File: src/design/tlc_pkg.sv
// Shared constants and types for the taxonomic level confidence block.
package tlc_pkg;

  localparam int MAX_REFS   = 4;
  localparam int MAX_ROWS   = 512;
  localparam int MAX_LEVELS = 8;

  localparam int SLOT_W  = 2;
  localparam int ROWS_W  = 10;
  localparam int LEV_W   = 3;
  localparam int NL_W    = 4;
  localparam int CNT_W   = 16;
  localparam int BIT_W   = 16;
  localparam int CONF_W  = 17;

  localparam int ROW_W   = $clog2(MAX_ROWS);
  localparam int COL_W   = $clog2(MAX_LEVELS);
  localparam int ADDR_W  = SLOT_W + ROW_W + COL_W;
  localparam int SUM_W   = 20;
  localparam int REM_W   = SUM_W + 1;
  localparam int DSTEP_W = 5;

  typedef enum logic [1:0] {
    REQ_LOAD  = 2'd0,
    REQ_FILL  = 2'd1,
    REQ_QUERY = 2'd2,
    REQ_NONE  = 2'd3
  } req_t;

endpackage

File: src/design/tlc_div.sv
// Restoring divider producing a 17-bit Q1.16 quotient, one bit per cycle.
module tlc_div (
  input  logic                       clk,
  input  logic                       rst,
  input  logic                       start,
  input  logic [tlc_pkg::SUM_W-1:0]  num,
  input  logic [tlc_pkg::SUM_W-1:0]  den,
  output logic                       done,
  output logic [tlc_pkg::CONF_W-1:0] quo
);

  logic [tlc_pkg::REM_W-1:0]   rem;
  logic [tlc_pkg::SUM_W-1:0]   den_r;
  logic [tlc_pkg::DSTEP_W-1:0] step;
  logic                        running;
  logic                        ge;
  logic [tlc_pkg::REM_W-1:0]   diff_rem;

  assign ge       = rem >= {1'b0, den_r};
  assign diff_rem = ge ? rem - {1'b0, den_r} : rem;

  always_ff @(posedge clk) begin
    if (rst) begin
      running <= 1'b0;
      done    <= 1'b0;
    end else begin
      done <= 1'b0;
      if (start) begin
        running <= 1'b1;
        rem     <= {1'b0, num};
        den_r   <= den;
        step    <= '0;
        quo     <= '0;
      end else if (running) begin
        quo  <= {quo[tlc_pkg::CONF_W-2:0], ge};
        // The remainder stays below the divisor, so the top bit drops safely.
        rem  <= {diff_rem[tlc_pkg::SUM_W-1:0], 1'b0};
        step <= step + 1'b1;
        if (step == tlc_pkg::DSTEP_W'(tlc_pkg::CONF_W - 1)) begin
          running <= 1'b0;
          done    <= 1'b1;
        end
      end
    end
  end

endmodule

File: config.mk
export PLATFORM = sky130hd
export DESIGN_NAME = tlc_div
export DESIGN_NICKNAME = d
export VERILOG_FILES = /design/src/design/tlc_pkg.sv /design/src/design/tlc_div.sv
export SDC_FILE = /design/constraint.sdc
export NUM_CORES = 1
export LEC_CHECK = 0
export ABC_AREA = 1
export BUFFER_PORTS_ARGS = -buffer_cell sky130_fd_sc_hd__buf_4
export CELL_PAD_IN_SITES_DETAIL_PLACEMENT = 1
export CELL_PAD_IN_SITES_GLOBAL_PLACEMENT = 1
export CORE_ASPECT_RATIO = 0.5
export CORE_UTILIZATION = 30
export CTS_CLUSTER_DIAMETER = 30
export CTS_CLUSTER_SIZE = 40
export DETAILED_ROUTE_END_ITERATION = 8
export PLACE_DENSITY_LB_ADDON = 0.2
export SLEW_MARGIN = 25
export SYNTH_ARGS = -nofsm -noshare
export SYNTH_HDL_FRONTEND = slang
export SYNTH_SLANG_ARGS = --single-unit
File: constraint.sdc
create_clock -name clk -period 5.3 [get_ports clk]
set_clock_uncertainty 0.1 [all_clocks]
set_input_delay 0.265 -clock clk [delete_from_list [all_inputs] [get_ports clk]]
set_output_delay 0.265 -clock clk [all_outputs]
set_load 0.02 [all_outputs]
==> metrics.txt <==
GRT Total Usage=17.29%; crit path max fanout=21; wire length per cell=14.30 um; Num CTS Buffers=9; sequential element share of the synthesized area=46.21%; most frequent cells in the layout=nand2_1, inv_1, edfxtp_1; register bit total from synthesis=65; I/O pin count=61; CP bufs+invs=0; VDD IR-drop max=0.1212 mV; clock buffer depth=2; CP Data Arrival Time=2.77 ns; syn nets=583; f_max=359.4 MHz; wirelength, routed=11290 um; count of different cell masters after synthesis=30; crit-path max cell delay=0.48 ns; Fin Setup TNS=0 ns; Core Util, Final=38.90%; Min Clock Period, post-route=2.783 ns; Worst slew margin=34.44%; Die Y-Extent=85.47 um; most common cell after layout, fill and taps aside=nand2_1; ant diodes=0; RePlAce Congestion=0.7979; dpl hpwl=8321 um; Hold Crit Class=input port to flop; pwr dens=321.9 nW/um^2; Port Buffer Count=60; type of the worst setup path=flop to flop; GRT overflow=0; Tcrit/Tclk final=52.50%; kind of start point of the critical path=flop; P_leak=2.549 nW; Mapped Area=4180 um^2; Area Overhead vs Synth=26.43%; number of cell rows=30; final net count=658; CP max-delay cell=nor2_4; setup repair after global routing missed its margin=false; endpoint class of the critical path=flop; CP dominant cell by count=nand2_1; initial core utilization=30.76%; Top Family by Delay on Critical Path=simple AND/OR/NAND/NOR gates; share of cells above drive strength 1=16.75%; max cap viols=0; ANT nets after route=0; Worst-path clk slew=0.06 ns; Final setup viols=0; Final Hold Vio Count=0; CORE AREA=13590 um^2; Max Slew Vio Count=0; CTS root buffer=clkbuf_16; Clock Sinks=65; CTS tree=done; largest net degree at the start of global routing=43; drt pass-1 iters=4; Synthesis Warnings=0; run status=finished, final reports clean; vias in the first global route=3661; fill count=1640; DRT iter0 DRCs=135; first-pass GRT wire length=19030 um; DP Cell Count=760; post-route insts no fill=789; CP required=5.29 ns; worst skew pair latency=0.34 ns; H-Tree Depth=3; initial antenna violation count=0; worst slew pin tran=0.9823 ns; via count=3512; vias per cell=4.451; DRC violations left=0; Die Footprint=14440 um^2; syn avg cell area=8.086 um^2; CP Cell Sequence=ha_1 -> a21oi_1 -> nor2_1 -> nor2_1 -> nand2_1 -> nor2_4 -> nand2_4 -> nand2_1 -> nand2_1 -> nand2_1 -> nand2_1; die width=168.9 um; Syn Inst Count=517
## cell usage after synthesis
cell type / number / share of area [%]
nand2_1: 167 / 15
inv_1: 91 / 8.2
edfxtp_1: 63 / 45
nor2_1: 41 / 3.7
nand3_1: 37 / 4.4
ha_1: 22 / 6.6
nand3b_1: 22 / 4.0
a21oi_1: 14 / 1.7
nand2_2: 7 / 1.0
xnor2_1: 7 / 1.5
clkbuf_1: 5 / 0.45
o21ai_0: 5 / 0.60
nand4_1: 4 / 0.60
nor2_2: 3 / 0.45
xor2_1: 3 / 0.63
and2_1: 2 / 0.30
buf_2: 2 / 0.24
buf_4: 2 / 0.36
buf_6: 2 / 0.54
dfxtp_1: 2 / 0.96
nand2_4: 2 / 0.54
nand3_2: 2 / 0.48
nor2_4: 2 / 0.54
nor3_2: 2 / 0.48
nor4_1: 2 / 0.30
or2_1: 2 / 0.30
a21oi_2: 1 / 0.21
fa_1: 1 / 0.48
inv_2: 1 / 0.090
o21ai_2: 1 / 0.21
## final timing paths
path,from,endpoint,slack [ns],depth (start not counted)
max,rem[18]$_DFFE_PP_,rem[18]$_DFFE_PP_,2.52,11
min,den[17],den_r[17]$_DFFE_PP_,0.01,1
max reg2reg,rem[18]$_DFFE_PP_,rem[18]$_DFFE_PP_,2.52,11
min reg2reg,running$_SDFF_PP0_,done$_SDFF_PP0_,0.44,2
## cells by family (layout without fill, tap and decap cells)
| logic type | Yosys count | after routing | synth area share [%] |
|---|---|---|---|
| XOR/XNOR | 10 | 10 | 2.095 |
| flip-flops | 65 | 65 | 46.21 |
| AND/OR/NAND/NOR | 295 | 295 | 32.09 |
| adder cells (fa/ha/maj) | 23 | 23 | 7.064 |
| buffers and inverters | 103 | 183 | 9.847 |
| AO/OA/AOI/OAI | 21 | 21 | 2.694 |
## report_power, final
part           switching (W)  internal, W  total [W]
Sequential         0.0000177     0.000614   0.000632
Clock               0.000241     0.000415   0.000656
Combinational       0.000257     0.000157   0.000414
Total               0.000516      0.00119    0.00170
## layout make-up
cell class                      count  area (um^2)  share of cell area [%]
Inverter                           92        345.3                   6.534
Timing Repair Buffer               75        595.6                   11.27
Sequential cell                    65         1932                   36.55
Multi-Input combinational cell    349         1851                   35.01
Clock inverter                      6        92.59                   1.752
Tap cell                          192        240.2                   4.545
Clock buffer                       10        229.0                   4.332
## routing by layer
layer	vias to the layer above	share of wire, %	global-route usage [%]
li1	1790	-	-
met1	1651	55	25.77
met2	61	39	24.53
met3	10	5.0	4.478
met4	0	1.1	4.132
met5	-	0	0
## sequential cells by signal (all words and copies together) (netlist names)
| register | flops |
|---|---|
| rem | 21 |
| den_r | 20 |
| quo | 17 |
| step | 5 |
| done | 1 |
| running | 1 |
## stage by stage
step / hold WS (ns) / setup slack (ns) / power, W / area [um^2]
global placement: 0.3427 / 2.240 / 0.001045 / 4833
CTS: 0.0002411 / 2.478 / 0.001727 / 5285
detailed placement: 0.3445 / 2.169 / 0.001051 / 4833
global route: 0.001222 / 2.192 / 0.001799 / 5285
floorplan: 0.2421 / 2.050 / 0.0009297 / 4180
finish: 0.01073 / 2.517 / 0.001701 / 5285
## what timing repair did
| item | in CTS | in global routing |
|---|---|---|
| hold buffers | 13 | 0 |
| setup buffers | 0 | 0 |
| endpoints found under the setup margin | 0 | 0 |
| gates resized for setup | 0 | 0 |
| endpoints found under the hold margin | 13 | 0 |
No activity file was read; power rests on OpenSTA's default activity.
